==> src/sv/wdsc_pkg.sv <==
// Shared types and constants of the wheel distance/speed controller.
// No dependencies; used by wdsc_ctrl, wdsc_dp and the top level.
package wdsc_pkg;

  localparam int PULSE_COUNT_WIDTH = 32;
  typedef logic [PULSE_COUNT_WIDTH-1:0] pulse_cnt_t;
  localparam pulse_cnt_t PULSE_MAX = '1;

  localparam int CFG_INDEX_WIDTH = 3;
  localparam int CFG_DATA_WIDTH  = 16;

  // register indexes
  localparam logic [CFG_INDEX_WIDTH-1:0] REG_GAIN_P          = 3'd0;
  localparam logic [CFG_INDEX_WIDTH-1:0] REG_GAIN_I_DT       = 3'd1;
  localparam logic [CFG_INDEX_WIDTH-1:0] REG_GAIN_D_OVER_DT  = 3'd2;
  localparam logic [CFG_INDEX_WIDTH-1:0] REG_SPEED_PER_PULSE = 3'd3;
  localparam logic [CFG_INDEX_WIDTH-1:0] REG_PULSES_PER_CM   = 3'd4;

  localparam logic [15:0] SPEED_PER_PULSE_RST = 16'd256;
  localparam logic [15:0] PULSES_PER_CM_RST   = 16'd256;

  // operation codes
  localparam logic [1:0] OP_TICK  = 2'd0;
  localparam logic [1:0] OP_PULSE = 2'd1;
  localparam logic [1:0] OP_MOVE  = 2'd2;
  localparam logic [1:0] OP_WALK  = 2'd3;

  // motion modes
  localparam logic [1:0] MODE_IDLE     = 2'd0;
  localparam logic [1:0] MODE_MOVING   = 2'd1;
  localparam logic [1:0] MODE_WALKING  = 2'd2;
  localparam logic [1:0] MODE_STOPPING = 2'd3;

  // drive modes
  localparam logic [1:0] DRV_FWD   = 2'd0;
  localparam logic [1:0] DRV_BWD   = 2'd1;
  localparam logic [1:0] DRV_BRAKE = 2'd2;
  localparam logic [1:0] DRV_COAST = 2'd3;

  localparam logic [15:0] INTEG_MAX = 16'hFF00;  // 255.0 in Q8.8
  localparam logic [7:0]  DUTY_MAX  = 8'd255;

  // controller -> datapath
  typedef struct packed {
    logic load_in;
    logic pulse;
    logic mul_target;
    logic start_move;
    logic start_walk;
    logic stop;
    logic mul_speed;
    logic calc_err;
    logic mul_i;
    logic integ;
    logic dterm;
    logic finish;
    logic load_out;
  } dp_cmd_t;

  // datapath -> controller
  typedef struct packed {
    logic active;   // moving or walking
    logic reached;  // moving and target count met
  } dp_stat_t;

endpackage

==> src/sv/wdsc_ctrl.sv <==
// Sequencer of the wheel controller: decodes an accepted item and steps
// the datapath through it. Depends on wdsc_pkg.
module wdsc_ctrl (
  input  logic              clk,
  input  logic              rst_n,
  input  logic              in_valid,
  output logic              in_ready,
  input  logic [1:0]        in_operation,
  output logic              out_valid,
  input  logic              out_ready,
  input  wdsc_pkg::dp_stat_t stat,
  output wdsc_pkg::dp_cmd_t  cmd
);

  typedef enum logic [12:0] {
    S_IDLE       = 13'b0000000000001,
    S_PULSE      = 13'b0000000000010,
    S_MUL_TARGET = 13'b0000000000100,
    S_START_MOVE = 13'b0000000001000,
    S_START_WALK = 13'b0000000010000,
    S_STOP       = 13'b0000000100000,
    S_SPEED      = 13'b0000001000000,
    S_ERR        = 13'b0000010000000,
    S_MUL_I      = 13'b0000100000000,
    S_INTEG      = 13'b0001000000000,
    S_DTERM      = 13'b0010000000000,
    S_FINISH     = 13'b0100000000000,
    S_DONE       = 13'b1000000000000
  } state_t;

  state_t state_r, state_nxt;
  logic   out_valid_r, out_valid_nxt;
  logic   accept;
  logic   load_out;

  assign in_ready  = (state_r == S_IDLE);
  assign accept    = in_valid && in_ready;
  assign out_valid = out_valid_r;
  assign load_out  = (state_r == S_DONE) && (!out_valid_r || out_ready);

  always_comb begin
    state_nxt = state_r;
    case (state_r)
      S_IDLE: begin
        if (accept) begin
          case (in_operation)
            wdsc_pkg::OP_PULSE: state_nxt = S_PULSE;
            wdsc_pkg::OP_MOVE:  state_nxt = S_MUL_TARGET;
            wdsc_pkg::OP_WALK:  state_nxt = S_START_WALK;
            default: begin
              if (stat.reached)     state_nxt = S_STOP;
              else if (stat.active) state_nxt = S_SPEED;
              else                  state_nxt = S_DONE;
            end
          endcase
        end
      end
      S_PULSE:      state_nxt = S_DONE;
      S_MUL_TARGET: state_nxt = S_START_MOVE;
      S_START_MOVE: state_nxt = S_DONE;
      S_START_WALK: state_nxt = S_DONE;
      S_STOP:       state_nxt = S_DONE;
      S_SPEED:      state_nxt = S_ERR;
      S_ERR:        state_nxt = S_MUL_I;
      S_MUL_I:      state_nxt = S_INTEG;
      S_INTEG:      state_nxt = S_DTERM;
      S_DTERM:      state_nxt = S_FINISH;
      S_FINISH:     state_nxt = S_DONE;
      S_DONE: begin
        if (load_out) state_nxt = S_IDLE;
      end
      default:      state_nxt = S_IDLE;
    endcase
  end

  always_comb begin
    if (load_out)       out_valid_nxt = 1'b1;
    else if (out_ready) out_valid_nxt = 1'b0;
    else                out_valid_nxt = out_valid_r;
  end

  always_comb begin
    cmd            = '0;
    cmd.load_in    = accept;
    cmd.pulse      = (state_r == S_PULSE);
    cmd.mul_target = (state_r == S_MUL_TARGET);
    cmd.start_move = (state_r == S_START_MOVE);
    cmd.start_walk = (state_r == S_START_WALK);
    cmd.stop       = (state_r == S_STOP);
    cmd.mul_speed  = (state_r == S_SPEED);
    cmd.calc_err   = (state_r == S_ERR);
    cmd.mul_i      = (state_r == S_MUL_I);
    cmd.integ      = (state_r == S_INTEG);
    cmd.dterm      = (state_r == S_DTERM);
    cmd.finish     = (state_r == S_FINISH);
    cmd.load_out   = load_out;
  end

  always_ff @(posedge clk) begin
    if (!rst_n) begin
      state_r     <= S_IDLE;
      out_valid_r <= 1'b0;
    end else begin
      state_r     <= state_nxt;
      out_valid_r <= out_valid_nxt;
    end
  end

  a_one_item: assert property (@(posedge clk) disable iff (!rst_n)
    accept |=> !in_ready)
    else $error("item accepted while another is in progress");

  a_load_sets_valid: assert property (@(posedge clk) disable iff (!rst_n)
    load_out |=> out_valid_r)
    else $error("result loaded without valid");

  a_no_overwrite: assert property (@(posedge clk) disable iff (!rst_n)
    load_out |-> (!out_valid_r || out_ready))
    else $error("pending result overwritten");

endmodule

==> src/sv/wdsc_dp.sv <==
// Datapath of the wheel controller: configuration, motion state, shared
// multiplier, PID arithmetic and result register. Depends on wdsc_pkg.
module wdsc_dp (
  input  logic                                 clk,
  input  logic                                 rst_n,
  input  wdsc_pkg::dp_cmd_t                    cmd,
  output wdsc_pkg::dp_stat_t                   stat,
  input  logic                                 cfg_we,
  input  logic [wdsc_pkg::CFG_INDEX_WIDTH-1:0] cfg_index,
  input  logic [wdsc_pkg::CFG_DATA_WIDTH-1:0]  cfg_wdata,
  input  logic [15:0]                          in_distance_cm,
  input  logic [15:0]                          in_speed_setpoint,
  input  logic                                 in_with_brake,
  input  logic                                 in_drive_forward,
  input  logic                                 in_direction_level,
  output logic [1:0]                           out_drive_mode,
  output logic [7:0]                           out_drive_duty,
  output logic [1:0]                           out_motion_state,
  output logic [15:0]                          out_measured_speed,
  output logic [31:0]                          out_travelled_pulses,
  output logic                                 out_sensed_forward
);

  // configuration
  logic [15:0] gain_p_r, gain_i_r, gain_d_r, spp_r, ppc_r;

  // architectural state
  logic [1:0]              mode_r, mode_nxt;
  logic [15:0]             tick_pulses_r, tick_pulses_nxt;
  wdsc_pkg::pulse_cnt_t    move_pulses_r, move_pulses_nxt;
  wdsc_pkg::pulse_cnt_t    target_r, target_nxt;
  logic [15:0]             target_speed_r, target_speed_nxt;
  logic [15:0]             cur_speed_r, cur_speed_nxt;
  logic [15:0]             integ_r, integ_nxt;
  logic signed [16:0]      prev_err_r, prev_err_nxt;
  logic                    brake_r, brake_nxt;
  logic                    fwd_r, fwd_nxt;
  logic                    last_dir_r, last_dir_nxt;
  logic [1:0]              drv_mode_r, drv_mode_nxt;
  logic [7:0]              duty_r, duty_nxt;

  // item latch and working registers
  logic [15:0]        dist_in_r, setp_in_r;
  logic               brake_in_r, fwd_in_r, dir_in_r;
  logic signed [34:0] prod_r;
  logic signed [35:0] sum_r;
  logic signed [16:0] err_r;

  // shared multiplier: 18-bit signed by 16-bit unsigned
  logic signed [17:0] mul_a;
  logic [15:0]        mul_b;
  logic signed [34:0] mul_p;
  logic               mul_en;

  always_comb begin
    mul_a = {2'b00, tick_pulses_r};
    mul_b = spp_r;
    if (cmd.mul_target) begin
      mul_a = {2'b00, dist_in_r};
      mul_b = ppc_r;
    end else if (cmd.mul_i) begin
      mul_a = {err_r[16], err_r};
      mul_b = gain_i_r;
    end else if (cmd.integ) begin
      mul_a = {err_r[16], err_r};
      mul_b = gain_p_r;
    end else if (cmd.dterm) begin
      mul_a = {err_r[16], err_r} - {prev_err_r[16], prev_err_r};
      mul_b = gain_d_r;
    end
  end

  assign mul_p  = mul_a * $signed({1'b0, mul_b});
  assign mul_en = cmd.mul_target | cmd.mul_speed | cmd.mul_i | cmd.integ | cmd.dterm;

  // derived values
  logic [23:0]        prod_q;
  logic [31:0]        target_ext;
  logic [15:0]        speed_sat;
  logic signed [35:0] prod_ext;
  logic signed [35:0] integ_sum;
  logic [15:0]        integ_clamped;
  logic signed [35:0] sum_fin;
  logic [7:0]         duty_calc;

  assign prod_q     = prod_r[31:8];
  assign target_ext = {8'd0, prod_q};
  assign speed_sat  = (|prod_r[31:24]) ? 16'hFFFF : prod_r[23:8];
  assign prod_ext   = {prod_r[34], prod_r};
  assign integ_sum  = $signed({20'd0, integ_r}) + prod_ext;
  assign sum_fin    = sum_r + prod_ext;

  always_comb begin
    if (integ_sum[35])
      integ_clamped = '0;
    else if (integ_sum > $signed({20'd0, wdsc_pkg::INTEG_MAX}))
      integ_clamped = wdsc_pkg::INTEG_MAX;
    else
      integ_clamped = integ_sum[15:0];
  end

  always_comb begin
    if (sum_fin[35])         duty_calc = '0;
    else if (|sum_fin[34:16]) duty_calc = wdsc_pkg::DUTY_MAX;
    else                     duty_calc = sum_fin[15:8];
  end

  assign stat.active  = (mode_r == wdsc_pkg::MODE_MOVING) ||
                        (mode_r == wdsc_pkg::MODE_WALKING);
  assign stat.reached = (mode_r == wdsc_pkg::MODE_MOVING) && (move_pulses_r >= target_r);

  // state updates
  always_comb begin
    mode_nxt         = mode_r;
    tick_pulses_nxt  = tick_pulses_r;
    move_pulses_nxt  = move_pulses_r;
    target_nxt       = target_r;
    target_speed_nxt = target_speed_r;
    cur_speed_nxt    = cur_speed_r;
    integ_nxt        = integ_r;
    prev_err_nxt     = prev_err_r;
    brake_nxt        = brake_r;
    fwd_nxt          = fwd_r;
    last_dir_nxt     = last_dir_r;
    drv_mode_nxt     = drv_mode_r;
    duty_nxt         = duty_r;

    if (cmd.pulse) begin
      if (tick_pulses_r != 16'hFFFF)
        tick_pulses_nxt = tick_pulses_r + 16'd1;
      if (move_pulses_r != wdsc_pkg::PULSE_MAX)
        move_pulses_nxt = move_pulses_r + 1'b1;
      last_dir_nxt = dir_in_r;
    end

    if (cmd.start_move || cmd.start_walk) begin
      drv_mode_nxt     = wdsc_pkg::DRV_COAST;
      duty_nxt         = '0;
      fwd_nxt          = fwd_in_r;
      target_speed_nxt = setp_in_r;
      integ_nxt        = '0;
      prev_err_nxt     = '0;
      mode_nxt         = wdsc_pkg::MODE_WALKING;
    end

    if (cmd.start_move) begin
      brake_nxt       = brake_in_r;
      move_pulses_nxt = '0;
      if (target_ext > 32'(wdsc_pkg::PULSE_MAX))
        target_nxt = wdsc_pkg::PULSE_MAX;
      else
        target_nxt = target_ext[wdsc_pkg::PULSE_COUNT_WIDTH-1:0];
      mode_nxt = wdsc_pkg::MODE_MOVING;
    end

    if (cmd.stop) begin
      drv_mode_nxt = brake_r ? wdsc_pkg::DRV_BRAKE : wdsc_pkg::DRV_COAST;
      duty_nxt     = '0;
      mode_nxt     = wdsc_pkg::MODE_IDLE;
    end

    if (cmd.calc_err) begin
      cur_speed_nxt   = speed_sat;
      tick_pulses_nxt = '0;
    end

    if (cmd.integ)
      integ_nxt = integ_clamped;

    if (cmd.finish) begin
      prev_err_nxt = err_r;
      duty_nxt     = duty_calc;
      drv_mode_nxt = fwd_r ? wdsc_pkg::DRV_FWD : wdsc_pkg::DRV_BWD;
    end
  end

  always_ff @(posedge clk) begin
    if (!rst_n) begin
      gain_p_r       <= '0;
      gain_i_r       <= '0;
      gain_d_r       <= '0;
      spp_r          <= wdsc_pkg::SPEED_PER_PULSE_RST;
      ppc_r          <= wdsc_pkg::PULSES_PER_CM_RST;
      mode_r         <= wdsc_pkg::MODE_IDLE;
      tick_pulses_r  <= '0;
      move_pulses_r  <= '0;
      target_r       <= '0;
      target_speed_r <= '0;
      cur_speed_r    <= '0;
      integ_r        <= '0;
      prev_err_r     <= '0;
      brake_r        <= 1'b0;
      fwd_r          <= 1'b0;
      last_dir_r     <= 1'b0;
      drv_mode_r     <= wdsc_pkg::DRV_COAST;
      duty_r         <= '0;
    end else begin
      if (cfg_we) begin
        case (cfg_index)
          wdsc_pkg::REG_GAIN_P:          gain_p_r <= cfg_wdata;
          wdsc_pkg::REG_GAIN_I_DT:       gain_i_r <= cfg_wdata;
          wdsc_pkg::REG_GAIN_D_OVER_DT:  gain_d_r <= cfg_wdata;
          wdsc_pkg::REG_SPEED_PER_PULSE: spp_r    <= cfg_wdata;
          wdsc_pkg::REG_PULSES_PER_CM:   ppc_r    <= cfg_wdata;
          default: ;
        endcase
      end
      mode_r         <= mode_nxt;
      tick_pulses_r  <= tick_pulses_nxt;
      move_pulses_r  <= move_pulses_nxt;
      target_r       <= target_nxt;
      target_speed_r <= target_speed_nxt;
      cur_speed_r    <= cur_speed_nxt;
      integ_r        <= integ_nxt;
      prev_err_r     <= prev_err_nxt;
      brake_r        <= brake_nxt;
      fwd_r          <= fwd_nxt;
      last_dir_r     <= last_dir_nxt;
      drv_mode_r     <= drv_mode_nxt;
      duty_r         <= duty_nxt;
    end
  end

  // payload and working registers, no reset
  always_ff @(posedge clk) begin
    if (cmd.load_in) begin
      dist_in_r  <= in_distance_cm;
      setp_in_r  <= in_speed_setpoint;
      brake_in_r <= in_with_brake;
      fwd_in_r   <= in_drive_forward;
      dir_in_r   <= in_direction_level;
    end
    if (mul_en)
      prod_r <= mul_p;
    if (cmd.calc_err)
      err_r <= $signed({1'b0, target_speed_r}) - $signed({1'b0, speed_sat});
    if (cmd.integ)
      sum_r <= {20'd0, integ_clamped};
    else if (cmd.dterm)
      sum_r <= sum_r + prod_ext;
    if (cmd.load_out) begin
      out_drive_mode       <= drv_mode_r;
      out_drive_duty       <= duty_r;
      out_motion_state     <= mode_r;
      out_measured_speed   <= cur_speed_r;
      out_travelled_pulses <= 32'(move_pulses_r);
      out_sensed_forward   <= last_dir_r;
    end
  end

  a_integ_bound: assert property (@(posedge clk) disable iff (!rst_n)
    integ_r <= wdsc_pkg::INTEG_MAX)
    else $error("integral outside 0..255.0");

  a_idle_no_duty: assert property (@(posedge clk) disable iff (!rst_n)
    (drv_mode_r == wdsc_pkg::DRV_BRAKE || drv_mode_r == wdsc_pkg::DRV_COAST)
      |-> duty_r == '0)
    else $error("duty set while braking or coasting");

endmodule

==> src/sv/wheel_distance_speed_controller_core.sv <==
// Steps from input transfer to out_valid: idle tick goes straight to DONE; pulse,
// walk, stop tick via PULSE, START_WALK, STOP; move via MUL_TARGET, START_MOVE; PID tick
// via SPEED, ERR, MUL_I, INTEG, DTERM, FINISH. One item at a time; a waiting result
// stalls the next in DONE. PID uses the one 18x17 multiplier for speed, I, P, D in turn.
// Reset (synchronous, rst_n low) clears the motion state, the drive registers to coast/0,
// gains to 0 and both scales to 1.0; no clearing pass.
// Top level of the wheel distance/speed controller: wdsc_ctrl sequences wdsc_dp.
// Depends on wdsc_pkg, wdsc_ctrl, wdsc_dp.
module wheel_distance_speed_controller_core (
  input  logic                                 clk,
  input  logic                                 rst_n,
  // configuration write port
  input  logic                                 cfg_we,
  input  logic [wdsc_pkg::CFG_INDEX_WIDTH-1:0] cfg_index,
  input  logic [wdsc_pkg::CFG_DATA_WIDTH-1:0]  cfg_wdata,
  // item channel
  input  logic                                 in_valid,
  output logic                                 in_ready,
  input  logic [1:0]                           in_operation,
  input  logic [15:0]                          in_distance_cm,
  input  logic [15:0]                          in_speed_setpoint,
  input  logic                                 in_with_brake,
  input  logic                                 in_drive_forward,
  input  logic                                 in_direction_level,
  // result channel
  output logic                                 out_valid,
  input  logic                                 out_ready,
  output logic [1:0]                           out_drive_mode,
  output logic [7:0]                           out_drive_duty,
  output logic [1:0]                           out_motion_state,
  output logic [15:0]                          out_measured_speed,
  output logic [31:0]                          out_travelled_pulses,
  output logic                                 out_sensed_forward
);

  // Command and status between sequencer and datapath. The sequencer
  // decodes the operation at the input transfer, using the datapath's
  // status (moving/walking, target reached) to pick the tick path:
  // stop, full PID, or nothing. The result register sits in the
  // datapath and is loaded once the previous result transfer is done,
  // so a new item can be taken while a result still waits.
  wdsc_pkg::dp_cmd_t  cmd;
  wdsc_pkg::dp_stat_t stat;

  wdsc_ctrl u_ctrl (
    .clk          (clk),
    .rst_n        (rst_n),
    .in_valid     (in_valid),
    .in_ready     (in_ready),
    .in_operation (in_operation),
    .out_valid    (out_valid),
    .out_ready    (out_ready),
    .stat         (stat),
    .cmd          (cmd)
  );

  // Datapath: speed = pulses * scale, then err, I (clamped), P and D
  // products in successive cycles through one multiplier.
  wdsc_dp u_dp (
    .clk                  (clk),
    .rst_n                (rst_n),
    .cmd                  (cmd),
    .stat                 (stat),
    .cfg_we               (cfg_we),
    .cfg_index            (cfg_index),
    .cfg_wdata            (cfg_wdata),
    .in_distance_cm       (in_distance_cm),
    .in_speed_setpoint    (in_speed_setpoint),
    .in_with_brake        (in_with_brake),
    .in_drive_forward     (in_drive_forward),
    .in_direction_level   (in_direction_level),
    .out_drive_mode       (out_drive_mode),
    .out_drive_duty       (out_drive_duty),
    .out_motion_state     (out_motion_state),
    .out_measured_speed   (out_measured_speed),
    .out_travelled_pulses (out_travelled_pulses),
    .out_sensed_forward   (out_sensed_forward)
  );

endmodule

==> config.mk <==
export PLATFORM = sky130hd
export DESIGN_NAME = wheel_distance_speed_controller_core
export DESIGN_NICKNAME = d
export VERILOG_FILES = /design/src/sv/wdsc_pkg.sv /design/src/sv/wdsc_ctrl.sv /design/src/sv/wdsc_dp.sv /design/src/sv/wheel_distance_speed_controller_core.sv
export SDC_FILE = /design/constraint.sdc
export NUM_CORES = 2
export LEC_CHECK = 0
export BUFFER_PORTS_ARGS = -buffer_cell sky130_fd_sc_hd__buf_2
export CORE_ASPECT_RATIO = 0.6
export CORE_UTILIZATION = 60
export CTS_CLUSTER_DIAMETER = 50
export DETAILED_ROUTE_END_ITERATION = 6
export GPL_TIMING_DRIVEN = 0
export PLACE_DENSITY = 0.89
export SKIP_CTS_REPAIR_TIMING = 1
export SLEW_MARGIN = 30
export SYNTH_ARGS = -nofsm -noshare
export SYNTH_HDL_FRONTEND = slang
export SYNTH_SLANG_ARGS = --single-unit
==> constraint.sdc <==
create_clock -name clk -period 11.5 [get_ports clk]
set_clock_uncertainty 0.05 [all_clocks]
set_input_delay 1.15 -clock clk [delete_from_list [all_inputs] [get_ports clk]]
set_output_delay 1.15 -clock clk [all_outputs]
set_load 0.005 [all_outputs]
== Yosys cells after proc, flatten, opt, wreduce, memory -nomap -nowiden ==
Cells that the tools add are included.

* Bits in registers: 438
* Input port bits: 61

* Add/subtract/negate cells: 6
* Multiply operators: 1
* Order comparisons: 3
* Equality and inequality tests: 26
* Multiplexer cells: 38
* Bitwise logic cells: 5
* Reduce and logical (&&, ||, !) cells: 29

{| class="wikitable"
|+ Operators with widths
! kind !! number
|-
| two-way mux 16 bit || 11
|-
| case mux 13 bit (9 select lines) || 1
|-
| two-way mux 18 bit || 4
|-
| two-way mux 13 bit || 4
|-
| two-way mux 8 bit || 5
|-
| case mux 13 bit (3 select lines) || 1
|-
| adder 17 x 35 -> 36 bit || 1
|-
| adder 36 x 35 -> 36 bit || 1
|-
| greater-than comparator 36 x 17 -> 1 bit (second input constant) || 1
|-
| multiplier 18 x 17 -> 35 bit || 1
|-
| two-way mux 17 bit || 2
|-
| adder 32 x 1 -> 32 bit (second input constant) || 1
|-
| >= comparator 32 bit || 1
|-
| greater-than comparator 24 x 32 -> 1 bit (second input constant) || 1
|-
| two-way mux 32 bit || 1
|-
| inequality test 32 bit (second input constant) || 1
|-
| OR reduction 19 bit || 1
|-
| subtractor 17 x 17 -> 18 bit || 1
|-
| subtractor 16 x 16 -> 17 bit || 1
|-
| adder 16 x 1 -> 16 bit (second input constant) || 1
|-
| inequality test 16 bit (second input constant) || 1
|-
| AND reduction 2 bit || 8
|-
| == test 13 x 1 -> 1 bit (second input constant) || 1
|-
| == test 13 x 10 -> 1 bit (second input constant) || 1
|-
| 32 further kinds || 56
|}

== Logic depth before layout (Yosys ltp) ==
* Word-level depth: 7
* Gate-level depth with buffers: 39

== Modules after synthesis ==
Synthesis repeated with hierarchy kept, for this count alone.

* Cells, all modules: 3,707
* Area total of the unflattened synthesis: 33,304.4 sq um

{| class="wikitable"
|+ By module, submodules not included
! module !! times used !! cells each !! area each (sq um) !! sequential area each (sq um)
|-
| wdsc_dp || 1 || 3,616 || 32,447.4 || 9,969.6
|-
| wdsc_ctrl || 1 || 91 || 857.1 || 280.3
|}

== Worst setup path before layout ==
Ideal clock, no wire load.

* Path type: register to register
* From: register u_dp.err_r[0]
* To: register u_dp.prod_r[34] (data pin)
* Setup time: 260 ps
* Arrival time: 8,430 ps
* Slack: 2,760 ps
* Cell stages (with the launch flop): 36
* Path buffers: 1
* Cell sequence: edfxtp_1 > inv_1 > ha_1 > fa_1 > nor2b_1 > o21ai_0 > a21boi_0 > o21ai_1 > a21oi_1 > o2111ai_1 > a31oi_1 > xnor2_1 > mux2i_1 > o21ai_0 > mux2_2 > clkbuf_1 > nand2_1 > fa_1 > fa_1 > fa_1 > inv_1 > fa_1 > fa_1 > inv_1 > fa_1 > inv_1 > ha_1 > or3_1 > o41a_1 > o21ai_1 > nor2_1 > o41ai_2 > o21ai_1 > o21a_1 > a221o_1 > xnor2_1

* Word-level cells in the longest chain between the ends: 6

{| class="wikitable"
|+ RTL lines
! what !! line !! RTL
|-
| from (decl) || wdsc_dp.sv:47 || <nowiki>logic signed [16:0] err_r;</nowiki>
|-
| from (signal assigned) || wdsc_dp.sv:236 || <nowiki>err_r <= $signed({1'b0, target_speed_r}) - $signed({1'b0, speed_sat});</nowiki>
|-
| subtractor 17 x 17 -> 18 bit || wdsc_dp.sv:68 || <nowiki>mul_a = {err_r[16], err_r} - {prev_err_r[16], prev_err_r};</nowiki>
|-
| two-way mux 18 bit || wdsc_dp.sv:67 || <nowiki>end else if (cmd.dterm) begin</nowiki>
|-
| two-way mux 18 bit || wdsc_dp.sv:64 || <nowiki>end else if (cmd.integ) begin</nowiki>
|-
| two-way mux 18 bit (*) || wdsc_dp.sv:61 || <nowiki>end else if (cmd.mul_i) begin</nowiki>
|-
| two-way mux 18 bit (*) || wdsc_dp.sv:58 || <nowiki>if (cmd.mul_target) begin</nowiki>
|-
| multiplier 18 x 17 -> 35 bit (*) || wdsc_dp.sv:73 || <nowiki>assign mul_p = mul_a * $signed({1'b0, mul_b});</nowiki>
|-
| net u_dp.mul_p[34] || wdsc_dp.sv:52 || <nowiki>logic signed [34:0] mul_p;</nowiki>
|-
| to (signal assigned) || wdsc_dp.sv:234 || <nowiki>prod_r <= mul_p;</nowiki>
|-
| to (decl) || wdsc_dp.sv:45 || <nowiki>logic signed [34:0] prod_r;</nowiki>
|}

The timed path passes the listed nets; every way through them passes the cells marked *.
A chain may end at the register's enable or synchronous reset.

== Final worst setup path ==
* From: register u_ctrl.state_r[3]
* To: register u_dp.prod_r[34] (data pin)

* Word-level cells in the longest chain between the ends: 6
* Elaborated cells on any way between the ends: 13
* Classes of those cells: 1 x mul; 4 x eq/ne; 8 x mux

{| class="wikitable"
|+ RTL lines
! what !! line !! RTL
|-
| from (decl) || wdsc_ctrl.sv:31 || <nowiki>state_t state_r, state_nxt;</nowiki>
|-
| from (signal assigned) || wdsc_ctrl.sv:104 || <nowiki>state_r <= state_nxt;</nowiki>
|-
| == test 13 x 11 -> 1 bit || wdsc_ctrl.sv:94 || <nowiki>cmd.dterm = (state_r == S_DTERM);</nowiki>
|-
| two-way mux 18 bit or two-way mux 16 bit (tied branches) || wdsc_dp.sv:67 ||
|-
| two-way mux 18 bit or two-way mux 16 bit (tied branches) || wdsc_dp.sv:64 ||
|-
| two-way mux 18 bit or two-way mux 16 bit (tied branches) || wdsc_dp.sv:61 ||
|-
| two-way mux 18 bit or two-way mux 16 bit (tied branches) || wdsc_dp.sv:58 ||
|-
| multiplier 18 x 17 -> 35 bit (*) || wdsc_dp.sv:73 ||
|-
| net u_dp.mul_p[34] || wdsc_dp.sv:52 ||
|}

Marks and branches as above.

==> results.toml <==
[sta]
post-route-period-util_pct = 98.2
setup_viol = 0
hold_viol = 0
fmax_mhz = 88.5
drv_slew = 0
finalCriticalPeriod_ns = 11.30
slew_headroom_pct = 25.3
tightestPinTransition_ns = 1.12
setup_tns_ns = 0
rsz0062_at_grt = "no"
whs_ns = 0.390

[yosys]
synthMuxAreaShare_pct = 0.814
ys_dominant_reg_cell = "dfxtp_1"
synthXorXnorAreaFrac_pct = 3.90
synthSimpleGateAreaFrac_pct = 17.5
yosysWarnings = 0
avgSynthCellArea_sq_um = 8.94
synth.distinct_cells = 94
ys_ff_latch = 430
async_flop_share_pct = 0
synthAdderAreaFrac_pct = 26.1
synthCells = 3591
netlist_area_sq_um = 32100
synth_nets = 4144
ys_seq_area_share_pct = 31.9
synth-edff-count = 164
synth_compound_area_share_pct = 12.7
synth_top_family_by_area = "adder cells"

[global_route]
global_route.usage.met1_pct = 53.5
grt-ovfl-total = 0
grt_max_degree = 27
grt_pass1_vias = 25800
use_met3_pct = 12.2
grt_busiest_layer = "met1"
grt_pass1_wl_mm = 148
grtUsageMet2_pct = 47.7
grt_antenna_before_repair = 1
grt_usage_pct = 35.3

[setup_path]
critPathKind = "reg2reg"
slowest_delay_ns = 0.68
worst_path_max_delay_cell = "clkbuf_1"
rrSetupSlack_ns = 0.20
crit_fanout = 10
crit_path_end_kind = "flip-flop"
crit_path_start_kind = "flip-flop"
worstPathRequired_ns = 11.82
worstPathArrival_ns = 11.61
crit_top_cell = "fa_1"

[pwr]
p_sw_mw = 0.822
peakVddDrop_uv = 121
leakagePower_nw = 15.3
p_seq_share_pct = 49.3
comb_power_share_pct = 5.7
p_int_mw = 2.48
powerDensity_nw_per_um2 = 93.5
total_power_mw = 3.30
p_clk_share_pct = 45.0
power_switching_share_pct = 24.9

[clock_tree]
clockBufferDepth = 3
cts_buffers = 43
cts_tree = "done"
clkSlewWorstSetupHoldPaths_ns = 0.07
cts.sinks = 430
clock_latency_ns = 0.58
cts.htree.levels = 2
clockRootBuffer = "clkbuf_16"

[routing]
dr.first_iter.drc_count = 3035
drc = 0
avgViaCountPerCell = 6.06
dr.pass1.iters = 7
ant_nets = 0
drt-wirelength-per-cell_um = 21.1
num_vias = 27300
routed_wl_mm = 95.2

[floorplan]
row_count = 65
start_util_pct = 60.9
ios = 124
die_area_sq_um = 54500
die_h_um = 181
die_w_um = 301
coreArea_sq_um = 52700

[place]
place.port_buffers = 123
post_dp_cell_area_sq_um = 33800
dp_hpwl_mm = 76.3
place_congestion = 1.02

[final_layout]
synthToLayoutAreaGrowth_pct = 9.95
num-nets-final = 4320
multi_input_area_sq_um = 19700
layout-drive-gt1-share_pct = 7.39
final_util_pct = 67.0
diodes = 0
seqCellArea_sq_um = 10200
stdcell_area_sq_um = 35300
fillerInstances = 4148

[min_path]
hp-class = "reg2reg"

[run]
maxCapViolations = 0

[outcome]
status = "finished, final reports clean"
==> per-layer routing <==
metal | part of all wire [%] | wire length, um
met1 | 42 | 40400
met2 | 39 | 37500
met3 | 15 | 14700
met4 | 2.6 | 2500
met5 | 0.082 | 78
==> synthesized netlist by cell type (all sizes together), types with 12 or more instances <==
library cell | count | area (sq um)
o21bai | 13 | 97.6
nand3 | 95 | 480
and2 | 27 | 179
dfxtp | 266 | 5330
or3 | 28 | 175
and3 | 23 | 144
o21a | 19 | 150
edfxtp | 164 | 4920
inv | 466 | 1750
fa | 291 | 5830
a21oi | 286 | 1440
a21o | 46 | 345
nor2b | 30 | 188
nand4 | 26 | 163
mux2i | 25 | 250
or2 | 12 | 75.1
nand2 | 552 | 2070
a221oi | 13 | 120
buf | 18 | 90.1
nor3 | 51 | 260
o21ai | 114 | 578
xnor2 | 83 | 727
nor3b | 12 | 105
clkbuf | 119 | 448
a211oi | 29 | 228
xor2 | 60 | 526
o211ai | 19 | 143
ha | 201 | 2510
nand2b | 31 | 194
nor2 | 320 | 1200
==> registers in the layout, summed over array words and instances, names as in the netlist, 17 cells and up <==
register	flops
u_dp.move_pulses_r	32
u_dp.prev_err_r	17
u_dp.prod_r	35
u_dp.err_r	17
u_dp.target_r	24
u_dp.out_travelled_pulses	32
u_dp.sum_r	36
==> logic make-up after synthesis <==
group,count (synthesis)
muxes,26
buffers and inverters,603
DFF,430
and+or+nand+nor,1248
AOI/OAI and AO/OA,646
xor gates and xnor gates,143
adders and majority gates,495
==> cells in the final DEF, fill, tap and decap left out, types with 7 or more instances in the layout <==
cell,netlist,final
a211o_1,7,7
a211oi_1,27,27
a21o_1,46,46
a21oi_1,284,277
a21oi_2,2,9
a221o_1,7,7
a221oi_1,12,12
a31oi_1,10,9
a32o_1,8,8
and2_1,22,21
and3_1,23,23
buf_2,12,135
clkbuf_1,118,125
clkbuf_16,0,43
dfxtp_1,266,266
edfxtp_1,164,164
fa_1,291,291
ha_1,201,201
inv_1,465,465
mux2i_1,25,25
nand2_1,552,552
nand2b_1,31,31
nand3_1,94,94
nand4_1,26,26
nor2_1,319,318
nor2b_1,30,29
nor3_1,50,48
nor4_1,8,8
o211ai_1,19,19
o21a_1,18,18
o21ai_0,72,71
o21ai_1,40,41
o21bai_1,13,13
o221ai_1,10,10
o31ai_1,10,10
or2_2,8,8
or3_1,28,28
xnor2_1,83,83
xor2_1,60,60
==> critical path: cells and delay by family (launching register included) <==
kind	cells	cell delay, ns
flip-flops	1	0.30
adder cells (fa/ha/maj)	7	3.46
XOR/XNOR	1	0.28
AO/OA/AOI/OAI	10	3.26
buffers and inverters	8	1.94
AND/OR/NAND/NOR	7	1.78
==> final timing paths <==
| check | start | cells after the start | to |
|---|---|---|---|
| worst max-delay path | u_ctrl.state_r[3]$_SDFFE_PN0P_ | 33 | u_dp.prod_r[34]$_DFFE_PP_ |
| worst min register to register | u_dp.last_dir_r$_SDFFE_PN0P_ | 0 | u_dp.out_sensed_forward$_DFFE_PP_ |
| worst min-delay path | u_dp.last_dir_r$_SDFFE_PN0P_ | 0 | u_dp.out_sensed_forward$_DFFE_PP_ |
| worst max register to register | u_ctrl.state_r[3]$_SDFFE_PN0P_ | 33 | u_dp.prod_r[34]$_DFFE_PP_ |
==> final cells by class <==
| type | instances | area share (%) |
|---|---|---|
| Clock buffer | 53 | 3.24 |
| Clock inverter | 26 | 0.893 |
| Timing Repair Buffer | 131 | 2.12 |
| Sequential cell | 430 | 29.0 |
| Tap cell | 703 | 2.49 |
| Buffer | 137 | 1.53 |
| Multi-Input combinational cell | 2558 | 55.8 |
| Inverter | 466 | 4.95 |
==> stage by stage <==
| stage | setup slack (ns) | cells |
|---|---|---|
| floorplan | 2.76 | 3591 |
| detailed placement | 0.413 | 4425 |
| global route | 0.0257 | 4504 |
| global placement | 0.387 | 4417 |
| finish | 0.203 | 4504 |
| CTS | 0.350 | 4504 |
==> power groups by stage <==
stage	logic (mW)	registers, mW	clock network (mW)
final	0.189	1.63	1.48
after global routing	0.203	1.63	1.55
after CTS	0.182	1.63	1.48
after detailed placement	0.181	1.66	0
after global placement	0.167	1.66	0
after floorplan	0.103	1.65	0
(Power assumes the default switching activity.)
